--- config.mk ---
export PLATFORM = sky130hd
export DESIGN_NAME = ising_ring_spin_update_top
export DESIGN_NICKNAME = d
export VERILOG_FILES = /design/src/isr_pkg.sv /design/src/isr_ctrl.sv /design/src/isr_datapath.sv /design/src/ising_ring_spin_update_top.sv
export SDC_FILE = /design/constraint.sdc
export NUM_CORES = 2
export LEC_CHECK = 0
export BUFFER_PORTS_ARGS = -buffer_cell sky130_fd_sc_hd__buf_2
export CORE_UTILIZATION = 52
export CTS_CLUSTER_SIZE = 20
export DETAILED_ROUTE_END_ITERATION = 8
export PLACE_DENSITY = 0.71
export SYNTH_ARGS = -nofsm -noshare
export SYNTH_HDL_FRONTEND = slang
export SYNTH_SLANG_ARGS = --single-unit
--- constraint.sdc ---
create_clock -name clk -period 22.2 [get_ports clk]
set_input_delay 1.11 -clock clk [delete_from_list [all_inputs] [get_ports clk]]
set_output_delay 1.11 -clock clk [all_outputs]
set_load 0.02 [all_outputs]
--- src/isr_pkg.sv ---
`timescale 1ns / 1ps
// ============================================================================
// isr_pkg - shared types for the Ising ring spin update block
// Item kinds, register indexes, controller states and the command/status
// bundles that join the controller and the datapath.
// ============================================================================
package isr_pkg;

    localparam int KIND_W  = 2;
    localparam int SITE_W  = 10;
    localparam int RAND_W  = 32;
    localparam int THR_W   = 33;
    localparam int SUM_W   = 12;
    localparam int CNT_W   = 32;
    localparam int CFG_IDX_W = 3;
    localparam int IN_DATA_W  = 48;
    localparam int OUT_DATA_W = 96;

    typedef enum logic [KIND_W-1:0] {
        KIND_LOAD    = 2'd0,
        KIND_TRIAL   = 2'd1,
        KIND_RESTART = 2'd2,
        KIND_CLEAR   = 2'd3
    } kind_t;

    typedef enum logic [CFG_IDX_W-1:0] {
        CFG_MODE            = 3'd0,
        CFG_RING_SIZE       = 3'd1,
        CFG_THR_UP_MINUS2   = 3'd2,
        CFG_THR_UP_ZERO     = 3'd3,
        CFG_THR_UP_PLUS2    = 3'd4,
        CFG_THR_DOWN_MINUS2 = 3'd5,
        CFG_THR_DOWN_ZERO   = 3'd6,
        CFG_THR_DOWN_PLUS2  = 3'd7
    } cfg_idx_t;

    typedef enum logic [2:0] {
        ST_IDLE,
        ST_RD_L,
        ST_RD_R,
        ST_RD_S,
        ST_EVAL,
        ST_FINISH
    } state_t;

    typedef enum logic [1:0] {
        RD_LEFT,
        RD_RIGHT,
        RD_SITE
    } rd_sel_t;

    typedef struct packed {
        logic    load_item;
        rd_sel_t rd_sel;
        logic    cap_l;
        logic    cap_r;
        logic    cap_c;
        logic    finish;
    } cmd_t;

    typedef struct packed {
        logic clearing;
        logic needs_ring;
        logic out_free;
    } stat_t;

endpackage

--- src/isr_ctrl.sv ---
`timescale 1ns / 1ps
// ============================================================================
// isr_ctrl - sequencer for the spin update
// Walks one item through any neighbor and site reads and the final update.
// ============================================================================
module isr_ctrl
(
    input  logic          clk,
    input  logic          rst_n,
    input  logic          in_valid,
    output logic          in_ready,
    input  isr_pkg::stat_t stat,
    output isr_pkg::cmd_t  cmd
);

    isr_pkg::state_t state_reg;
    isr_pkg::state_t state_next;
    logic            accept;

    always_ff @(posedge clk or negedge rst_n)
    begin
        if (!rst_n)
        begin
            state_reg <= isr_pkg::ST_IDLE;
        end
        else
        begin
            state_reg <= state_next;
        end
    end

    assign accept = in_valid && in_ready;

    always_comb
    begin
        state_next = state_reg;
        case (state_reg)
            isr_pkg::ST_IDLE:
            begin
                if (accept)
                begin
                    state_next = stat.needs_ring ? isr_pkg::ST_RD_L : isr_pkg::ST_FINISH;
                end
            end
            isr_pkg::ST_RD_L:   state_next = isr_pkg::ST_RD_R;
            isr_pkg::ST_RD_R:   state_next = isr_pkg::ST_RD_S;
            isr_pkg::ST_RD_S:   state_next = isr_pkg::ST_EVAL;
            isr_pkg::ST_EVAL:   state_next = isr_pkg::ST_FINISH;
            isr_pkg::ST_FINISH:
            begin
                if (stat.out_free)
                begin
                    state_next = isr_pkg::ST_IDLE;
                end
            end
            default:            state_next = isr_pkg::ST_IDLE;
        endcase
    end

    always_comb
    begin
        in_ready      = 1'b0;
        cmd           = '0;
        cmd.rd_sel    = isr_pkg::RD_SITE;
        case (state_reg)
            isr_pkg::ST_IDLE:
            begin
                in_ready      = !stat.clearing;
                cmd.load_item = in_valid && !stat.clearing;
            end
            isr_pkg::ST_RD_L:
            begin
                cmd.rd_sel = isr_pkg::RD_LEFT;
            end
            isr_pkg::ST_RD_R:
            begin
                cmd.rd_sel = isr_pkg::RD_RIGHT;
                cmd.cap_l  = 1'b1;
            end
            isr_pkg::ST_RD_S:
            begin
                cmd.rd_sel = isr_pkg::RD_SITE;
                cmd.cap_r  = 1'b1;
            end
            isr_pkg::ST_EVAL:
            begin
                cmd.cap_c = 1'b1;
            end
            isr_pkg::ST_FINISH:
            begin
                cmd.finish = stat.out_free;
            end
            default:
            begin
                in_ready = 1'b0;
            end
        endcase
    end

endmodule

--- src/isr_datapath.sv ---
`timescale 1ns / 1ps
// ============================================================================
// isr_datapath - spin memory, sums, counters and threshold compare
// Holds the ring in a one-bit memory with a clearing sweep, the config
// registers, the incremental sums and the result register.
// ============================================================================
module isr_datapath
#(
    parameter int MAX_SPINS = 1024
)
(
    input  logic                            clk,
    input  logic                            rst_n,
    input  logic                            cfg_we,
    input  logic [isr_pkg::CFG_IDX_W-1:0]   cfg_index,
    input  logic [isr_pkg::THR_W-1:0]       cfg_data,
    input  logic [isr_pkg::KIND_W-1:0]      in_kind,
    input  logic [isr_pkg::SITE_W-1:0]      in_site,
    input  logic                            in_spin_value,
    input  logic [isr_pkg::RAND_W-1:0]      in_random_word,
    input  isr_pkg::cmd_t                   cmd,
    output isr_pkg::stat_t                  stat,
    input  logic                            out_ready,
    output logic                            out_valid,
    output logic                            out_status,
    output logic                            out_spin_after,
    output logic                            out_flipped,
    output logic [isr_pkg::SUM_W-1:0]       out_bond_total,
    output logic [isr_pkg::SUM_W-1:0]       out_magnetization,
    output logic [isr_pkg::CNT_W-1:0]       out_accepted_total,
    output logic [isr_pkg::CNT_W-1:0]       out_attempted_total
);

    localparam int AW    = (MAX_SPINS > 1) ? $clog2(MAX_SPINS) : 1;
    localparam int SW    = $clog2(MAX_SPINS + 1);
    localparam int N_RST = (MAX_SPINS < 64) ? MAX_SPINS : 64;
    localparam logic [AW-1:0] LAST_ADDR = AW'(MAX_SPINS - 1);
    localparam logic [isr_pkg::SUM_W-1:0] SUM_RST = isr_pkg::SUM_W'(N_RST);
    localparam logic [isr_pkg::CNT_W-1:0] CNT_MAX = '1;

    // spin memory
    logic mem [MAX_SPINS];
    logic rd_q_reg;
    logic mem_we;
    logic [AW-1:0] mem_wa;
    logic mem_wd;
    logic [AW-1:0] mem_ra;

    // config
    logic                      mode_reg;
    logic [SW-1:0]             n_reg;
    logic [isr_pkg::THR_W-1:0] thr_reg [6];

    // clearing sweep
    logic          clearing_reg;
    logic          clearing_next;
    logic [AW-1:0] clr_addr_reg;
    logic [AW-1:0] clr_addr_next;

    // running state
    logic [isr_pkg::SUM_W-1:0] bond_reg, bond_next;
    logic [isr_pkg::SUM_W-1:0] mag_reg, mag_next;
    logic [isr_pkg::CNT_W-1:0] acc_reg, acc_next;
    logic [isr_pkg::CNT_W-1:0] att_reg, att_next;

    // current item
    isr_pkg::kind_t              kind_reg;
    logic [isr_pkg::SITE_W-1:0]  site_reg;
    logic                        spin_val_reg;
    logic [isr_pkg::RAND_W-1:0]  rw_reg;
    logic                        in_range_reg;
    logic                        sl_reg, sr_reg, sc_reg;

    // result
    logic ov_reg, ov_next;
    logic ostat_reg, ostat_next;
    logic ospin_reg, ospin_next;
    logic oflip_reg, oflip_next;

    logic          in_range;
    logic [AW-1:0] site_a;
    logic [AW-1:0] n_m1;
    logic [AW-1:0] left_a;
    logic [AW-1:0] right_a;
    logic [31:0]   rs_w;
    logic [31:0]   n_new;
    logic [1:0]    sel;
    logic [2:0]    thr_idx;
    logic          hit;
    logic          metro;
    logic          newv;
    logic          flip;
    logic [isr_pkg::SUM_W-1:0] dmag;
    logic [isr_pkg::SUM_W-1:0] dbond;

    assign in_range = {22'd0, in_site} < 32'(n_reg);

    assign site_a  = AW'(site_reg);
    assign n_m1    = AW'(n_reg - SW'(1));
    assign left_a  = (site_a == '0) ? n_m1 : site_a - AW'(1);
    assign right_a = (site_a == n_m1) ? '0 : site_a + AW'(1);

    always_comb
    begin
        case (cmd.rd_sel)
            isr_pkg::RD_LEFT:  mem_ra = left_a;
            isr_pkg::RD_RIGHT: mem_ra = right_a;
            default:           mem_ra = site_a;
        endcase
    end

    // threshold choice: spin +1 or Gibbs uses the "up" row
    assign sel     = {1'b0, sl_reg} + {1'b0, sr_reg};
    assign thr_idx = (sc_reg || !mode_reg) ? {1'b0, sel} : 3'd3 + {1'b0, sel};
    assign hit     = {1'b0, rw_reg} < thr_reg[thr_idx];
    assign metro   = (kind_reg == isr_pkg::KIND_TRIAL) && mode_reg;

    always_comb
    begin
        if (kind_reg == isr_pkg::KIND_LOAD)
        begin
            newv = spin_val_reg;
        end
        else if (metro)
        begin
            newv = hit ? !sc_reg : sc_reg;
        end
        else
        begin
            newv = hit;
        end
    end

    assign flip  = newv != sc_reg;
    assign dmag  = newv ? isr_pkg::SUM_W'(2) : -isr_pkg::SUM_W'(2);
    assign dbond = (sel == 2'd1) ? '0 :
                   ((newv == sel[1]) ? isr_pkg::SUM_W'(4) : -isr_pkg::SUM_W'(4));

    assign rs_w  = {21'd0, cfg_data[10:0]};
    assign n_new = (rs_w < 32'd3) ? 32'd3 :
                   ((rs_w > 32'(MAX_SPINS)) ? 32'(MAX_SPINS) : rs_w);

    always_comb
    begin
        clearing_next = clearing_reg;
        clr_addr_next = clr_addr_reg;
        bond_next     = bond_reg;
        mag_next      = mag_reg;
        acc_next      = acc_reg;
        att_next      = att_reg;
        ov_next       = ov_reg && !out_ready;
        ostat_next    = ostat_reg;
        ospin_next    = ospin_reg;
        oflip_next    = oflip_reg;
        mem_we        = 1'b0;
        mem_wa        = site_a;
        mem_wd        = newv;

        if (clearing_reg)
        begin
            mem_we        = 1'b1;
            mem_wa        = clr_addr_reg;
            mem_wd        = 1'b1;
            clr_addr_next = clr_addr_reg + AW'(1);
            if (clr_addr_reg == LAST_ADDR)
            begin
                clearing_next = 1'b0;
            end
        end

        if (cmd.finish)
        begin
            ov_next    = 1'b1;
            ostat_next = 1'b0;
            ospin_next = 1'b0;
            oflip_next = 1'b0;
            case (kind_reg)
                isr_pkg::KIND_RESTART:
                begin
                    bond_next     = isr_pkg::SUM_W'(n_reg);
                    mag_next      = isr_pkg::SUM_W'(n_reg);
                    clearing_next = 1'b1;
                    clr_addr_next = '0;
                end
                isr_pkg::KIND_CLEAR:
                begin
                    acc_next = '0;
                    att_next = '0;
                end
                default:
                begin
                    if (!in_range_reg)
                    begin
                        ostat_next = 1'b1;
                    end
                    else
                    begin
                        mem_we     = 1'b1;
                        ospin_next = newv;
                        oflip_next = flip;
                        if (flip)
                        begin
                            mag_next  = mag_reg + dmag;
                            bond_next = bond_reg + dbond;
                        end
                        if (metro)
                        begin
                            if (att_reg != CNT_MAX)
                            begin
                                att_next = att_reg + isr_pkg::CNT_W'(1);
                            end
                            if (hit && acc_reg != CNT_MAX)
                            begin
                                acc_next = acc_reg + isr_pkg::CNT_W'(1);
                            end
                        end
                    end
                end
            endcase
        end

        // ring size write restarts the ring
        if (cfg_we && isr_pkg::cfg_idx_t'(cfg_index) == isr_pkg::CFG_RING_SIZE)
        begin
            bond_next     = isr_pkg::SUM_W'(n_new);
            mag_next      = isr_pkg::SUM_W'(n_new);
            clearing_next = 1'b1;
            clr_addr_next = '0;
        end
    end

    always_ff @(posedge clk or negedge rst_n)
    begin
        if (!rst_n)
        begin
            mode_reg     <= 1'b1;
            n_reg        <= SW'(N_RST);
            for (int i = 0; i < 6; i++)
            begin
                thr_reg[i] <= {1'b1, 32'd0};
            end
            clearing_reg <= 1'b1;
            clr_addr_reg <= '0;
            bond_reg     <= SUM_RST;
            mag_reg      <= SUM_RST;
            acc_reg      <= '0;
            att_reg      <= '0;
            ov_reg       <= 1'b0;
        end
        else
        begin
            clearing_reg <= clearing_next;
            clr_addr_reg <= clr_addr_next;
            bond_reg     <= bond_next;
            mag_reg      <= mag_next;
            acc_reg      <= acc_next;
            att_reg      <= att_next;
            ov_reg       <= ov_next;
            if (cfg_we)
            begin
                case (isr_pkg::cfg_idx_t'(cfg_index))
                    isr_pkg::CFG_MODE:            mode_reg   <= cfg_data[0];
                    isr_pkg::CFG_RING_SIZE:       n_reg      <= SW'(n_new);
                    isr_pkg::CFG_THR_UP_MINUS2:   thr_reg[0] <= cfg_data;
                    isr_pkg::CFG_THR_UP_ZERO:     thr_reg[1] <= cfg_data;
                    isr_pkg::CFG_THR_UP_PLUS2:    thr_reg[2] <= cfg_data;
                    isr_pkg::CFG_THR_DOWN_MINUS2: thr_reg[3] <= cfg_data;
                    isr_pkg::CFG_THR_DOWN_ZERO:   thr_reg[4] <= cfg_data;
                    isr_pkg::CFG_THR_DOWN_PLUS2:  thr_reg[5] <= cfg_data;
                    default:                      mode_reg   <= mode_reg;
                endcase
            end
        end
    end

    always_ff @(posedge clk)
    begin
        ostat_reg <= ostat_next;
        ospin_reg <= ospin_next;
        oflip_reg <= oflip_next;
        if (cmd.load_item)
        begin
            kind_reg     <= isr_pkg::kind_t'(in_kind);
            site_reg     <= in_site;
            spin_val_reg <= in_spin_value;
            rw_reg       <= in_random_word;
            in_range_reg <= in_range;
        end
        if (cmd.cap_l)
        begin
            sl_reg <= rd_q_reg;
        end
        if (cmd.cap_r)
        begin
            sr_reg <= rd_q_reg;
        end
        if (cmd.cap_c)
        begin
            sc_reg <= rd_q_reg;
        end
    end

    always_ff @(posedge clk)
    begin
        if (mem_we)
        begin
            mem[mem_wa] <= mem_wd;
        end
        rd_q_reg <= mem[mem_ra];
    end

    assign stat.clearing   = clearing_reg;
    assign stat.needs_ring = in_range &&
                             (isr_pkg::kind_t'(in_kind) == isr_pkg::KIND_LOAD ||
                              isr_pkg::kind_t'(in_kind) == isr_pkg::KIND_TRIAL);
    assign stat.out_free   = !ov_reg || out_ready;

    assign out_valid           = ov_reg;
    assign out_status          = ostat_reg;
    assign out_spin_after      = ospin_reg;
    assign out_flipped         = oflip_reg;
    assign out_bond_total      = bond_reg;
    assign out_magnetization   = mag_reg;
    assign out_accepted_total  = acc_reg;
    assign out_attempted_total = att_reg;

endmodule

--- src/ising_ring_spin_update_top.sv ---
`timescale 1ns / 1ps
// ============================================================================
// ising_ring_spin_update_top - Monte Carlo spin update on a periodic ring
// Metropolis or Gibbs update of one site per trial beat, with incremental
// bond sum, magnetization and acceptance counters.
// ============================================================================
//
//  channel   direction  handshake              payload
//  s_axis    in         tvalid / tready        tuser kind, tdata site/spin/random
//  m_axis    out        tvalid / tready        tdata status .. attempted_total
//  cfg       in         cfg_we (no wait)       cfg_index, cfg_data
//
//  Load or trial beat with site in the ring: the controller steps through
//  left, right and site reads (they share the single read port of the spin
//  memory), an evaluate step and the final update.
//  Restart, clear-counters and out-of-ring beats go from accept straight to
//  the final update. The next beat is accepted only after that update.
//  A clearing sweep of all MAX_SPINS spins runs after reset, after a restart
//  beat and after a ring_size write; s_axis_tready stays low during it.
//  A stalled result holds in the output register; the next beat waits for it
//  only at its final update step.
//
module ising_ring_spin_update_top
#(
    parameter int MAX_SPINS = 1024
)
(
    input  logic                          clk,
    input  logic                          rst_n,
    input  logic                          cfg_we,
    input  logic [isr_pkg::CFG_IDX_W-1:0] cfg_index,
    input  logic [isr_pkg::THR_W-1:0]     cfg_data,
    input  logic                          s_axis_tvalid,
    output logic                          s_axis_tready,
    // site[9:0], spin_value[10], random_word[42:11], zero fill
    input  logic [isr_pkg::IN_DATA_W-1:0] s_axis_tdata,
    // kind[1:0]
    input  logic [isr_pkg::KIND_W-1:0]    s_axis_tuser,
    output logic                          m_axis_tvalid,
    input  logic                          m_axis_tready,
    // status[0], spin_after[1], flipped[2], bond_total[14:3],
    // magnetization[26:15], accepted_total[58:27], attempted_total[90:59], zero fill
    output logic [isr_pkg::OUT_DATA_W-1:0] m_axis_tdata
);

    isr_pkg::cmd_t  cmd;
    isr_pkg::stat_t stat;

    logic                      o_status;
    logic                      o_spin;
    logic                      o_flip;
    logic [isr_pkg::SUM_W-1:0] o_bond;
    logic [isr_pkg::SUM_W-1:0] o_mag;
    logic [isr_pkg::CNT_W-1:0] o_acc;
    logic [isr_pkg::CNT_W-1:0] o_att;

    isr_ctrl u_ctrl
    (
        .clk      (clk),
        .rst_n    (rst_n),
        .in_valid (s_axis_tvalid),
        .in_ready (s_axis_tready),
        .stat     (stat),
        .cmd      (cmd)
    );

    isr_datapath
    #(
        .MAX_SPINS (MAX_SPINS)
    )
    u_dp
    (
        .clk                 (clk),
        .rst_n               (rst_n),
        .cfg_we              (cfg_we),
        .cfg_index           (cfg_index),
        .cfg_data            (cfg_data),
        .in_kind             (s_axis_tuser),
        .in_site             (s_axis_tdata[9:0]),
        .in_spin_value       (s_axis_tdata[10]),
        .in_random_word      (s_axis_tdata[42:11]),
        .cmd                 (cmd),
        .stat                (stat),
        .out_ready           (m_axis_tready),
        .out_valid           (m_axis_tvalid),
        .out_status          (o_status),
        .out_spin_after      (o_spin),
        .out_flipped         (o_flip),
        .out_bond_total      (o_bond),
        .out_magnetization   (o_mag),
        .out_accepted_total  (o_acc),
        .out_attempted_total (o_att)
    );

    assign m_axis_tdata = {5'd0, o_att, o_acc, o_mag, o_bond, o_flip, o_spin, o_status};

endmodule

==> qor.yml <==
async_flop_share_pct: 22.5
post-cts-setup-buffer-count: 0
die-height_um: 357
final_area_mm2: 0.0723
synth_edf_count: 1076
netlist_area_mm2: 0.0655
endpoint: "u_dp.mem[341]"
syn_avg_cell_area_um2: 11.2
r2r_end: "u_dp.mem[341]"
critPathMaxFanout: 107
crit_start: "u_dp.sc_reg"
std_cell_rows: 129
cts_resized: 0
cp.arrival_ps: 10420
port_buffers: 178
power.switching_mw: 3.21
instances_no_fill: 7521
p_leak_nw: 25.3
pwr-share-clk_pct: 29.5
critPathLaunchType: "flop"
antenna_found_initial: 6
synth_top_flop_cell: "edfxtp_1"
skew_ps: 36.1
drt-initial-drc-count: 6085
yosysWarnings: 0
crit_path_end_kind: "flop"
hold_viol: 0
vias_per_cell: 6.23
die-area_mm2: 0.127
holdBufCountCts: 0
grt.total_usage_pct: 28.6
grt_pass1_vias: 44800
setup_viol: 0
ys_seq_elements: 1389
drcViolationCount: 0
seq_power_share_pct: 35.0
overflow: 0
cts_buffers: 147
yosysTopAreaCell: "edfxtp_1"
utilization_pct: 58.1
largest_register_ff_count: 1024
rsz0062_at_grt: "false"
grt_pass1_wl_um: 275000
dp.cells: 7247
initial_core_util_pct: 52.7
power_switching_share_pct: 37.3
final-max-slew-violation-count: 0
p_total_mw: 8.61
final_antenna_net_count: 0
die_w_um: 357
n_fill_cell: 10200
routed_wl_um: 184000
rr_startpoint: "u_dp.sc_reg"
wire_per_inst_um: 24.5
drv_cap: 0
ir_drop_mv: 0.115
p_per_area_mw_per_mm2: 119
comb_power_share_pct: 35.5
min_path_type: "in2async"
relSlewSlack_pct: 10.0
synthToLayoutAreaGrowth_pct: 10.3
dpl.hpwl_um: 98800
drtPass1Iterations: 6
ys_seq_area_share_pct: 61.3
finalNetCount: 5919
status: "finished, final reports clean"
regToRegSetupSlack_ps: 12240
worstSetupPathType: "reg2reg"
yosysMostFrequentCell: "nor2_1"
synth_common_cells: "nor2_1 (1133), edfxtp_1 (1076), nand2_1 (807), nand3_1 (404), clkbuf_1 (302)"
htree_levels: 4
min_period_over_period_pct: 44.9
cts_tree: "done"
synth_top_area_share_pct: 49.3
clock_path_buffers: 3
gp_congestion: 0.889
setup_tns_ps: 0
synth_area_leaders: "edfxtp_1 (49%), dfrtp_1 (11%), nor2_1 (6.5%)"
pin_count: 189
core_mm2: 0.124
placed_cell_area_mm2: 0.0673
synthCells: 5833
synth.distinct_cells: 92
grt_max_degree: 291
cts_sinks: 1389
period_needed_ps: 9960
intPower_mw: 5.40
path_clk_slew_ps: 60
clockRootBuffer: "clkbuf_16"
vias: 46900
drive_gt1_share_pct: 15.2
clk_latency_ps: 810
required_ps: 22660
max_freq_mhz: 100
reg2reg_depth: 20
worst_pin_slew_ps: 1340
[cell families (layout without fill, tap and decap cells)]
family                   count (synthesis)  count (layout)  synth area share, %
AO/OA/AOI/OAI                          602             602                 6.59
other                                    1               8              0.00572
AND/OR/NAND/NOR                       2636            2636                 17.1
adder cells (fa/ha/maj)                 69              69                 1.34
flip-flops                            1389            1389                 61.3
buffers and inverters                  584             628                 3.85
XOR/XNOR                                80              80                 1.13
multiplexers                           472             472                 8.66
[cell type report]
cell class,instances,area (um^2),share of cell area [%]
Sequential cell,1389,40200,55.6
Inverter,84,315,0.436
Timing Repair Buffer,273,1660,2.30
Clock buffer,192,4030,5.58
Antenna cell,3,7.51,0.0104
Tap cell,1637,2050,2.83
Multi-Input combinational cell,3864,23100,32.0
Clock inverter,79,946,1.31
[layer usage]
| metal | vias to the layer above | track usage [%] | routed length [um] |
|---|---|---|---|
| met2 | 2413 | 45.8 | 86300 |
| met3 | 423 | 5.62 | 20100 |
| met1 | 23400 | 39.0 | 71200 |
| li1 | 20600 | - | - |
| met5 | - | 0 | 23 |
| met4 | 4 | 10.3 | 6800 |
[power by group through the flow]
stage | clock (mW) | sequential (mW) | combinational [mW]
final | 2.54 | 3.01 | 3.06
after global routing | 2.66 | 3.03 | 3.24
after CTS | 2.56 | 3.01 | 3.00
after detailed placement | 0 | 3.06 | 2.99
after global placement | 0 | 3.05 | 2.95
after floorplan | 0 | 3.07 | 2.07
[cells in the final DEF (no fill, tap or decap), types with 25 or more instances in the layout]
cell type | netlist | final
nor3_1 | 50 | 48
inv_1 | 82 | 82
a311oi_1 | 78 | 78
buf_4 | 39 | 91
buf_2 | 100 | 177
xnor2_1 | 39 | 38
a211oi_1 | 57 | 57
mux2i_1 | 180 | 179
edfxtp_1 | 1076 | 1076
a32oi_1 | 25 | 25
mux2_2 | 240 | 240
o21ai_0 | 83 | 83
ha_1 | 67 | 67
nand3_1 | 404 | 402
and3_1 | 25 | 25
a21oi_1 | 102 | 102
dfrtp_1 | 301 | 301
nand4_1 | 49 | 49
nor2_1 | 1133 | 1127
clkbuf_1 | 302 | 30
or3_1 | 31 | 31
mux4_2 | 52 | 52
clkbuf_16 | 0 | 150
a22oi_1 | 37 | 37
a21o_1 | 31 | 31
nand2_1 | 807 | 791
xor2_1 | 38 | 38
a31oi_1 | 37 | 36
[stage by stage]
stage | setup slack, ps | hold slack (ps)
after floorplan | 1090 | 421
after global placement | 12650 | 475
after detailed placement | 12530 | 478
after CTS | 12490 | 316
after global routing | 11830 | 361
final | 12240 | 310
[how the worst min path moves through the flow]
| stage | cells after the start | startpoint | slack, ps | end |
|---|---|---|---|---|
| final | 1 | rst_n | 310 | u_dp.thr_reg[158] |
| after global routing | 1 | rst_n | 360 | u_dp.thr_reg[93] |
| after CTS | 1 | rst_n | 320 | u_dp.thr_reg[93] |
| after detailed placement | 2 | u_dp.out_bond_total[6] | 480 | u_dp.out_bond_total[6] |
| after global placement | 2 | u_dp.out_bond_total[6] | 480 | u_dp.out_bond_total[6] |
| after floorplan | 0 | u_dp.rd_q_reg | 420 | u_dp.sc_reg |
[critical path: stages, from the launching register on]
cell	delay, ps
edfxtp_1	580
nand2b_1	390
xnor2_2	200
buf_4	360
buf_4	720
mux4_2	600
a22oi_1	260
ha_1	300
a21o_1	160
a21o_1	170
a21oi_1	140
a21oi_1	90
o31ai_1	570
a211o_1	250
a31oi_1	360
o21a_1	360
o221a_2	490
nand2b_4	720
buf_4	920
buf_4	860
buf_4	840
(Power assumes the default switching activity.)
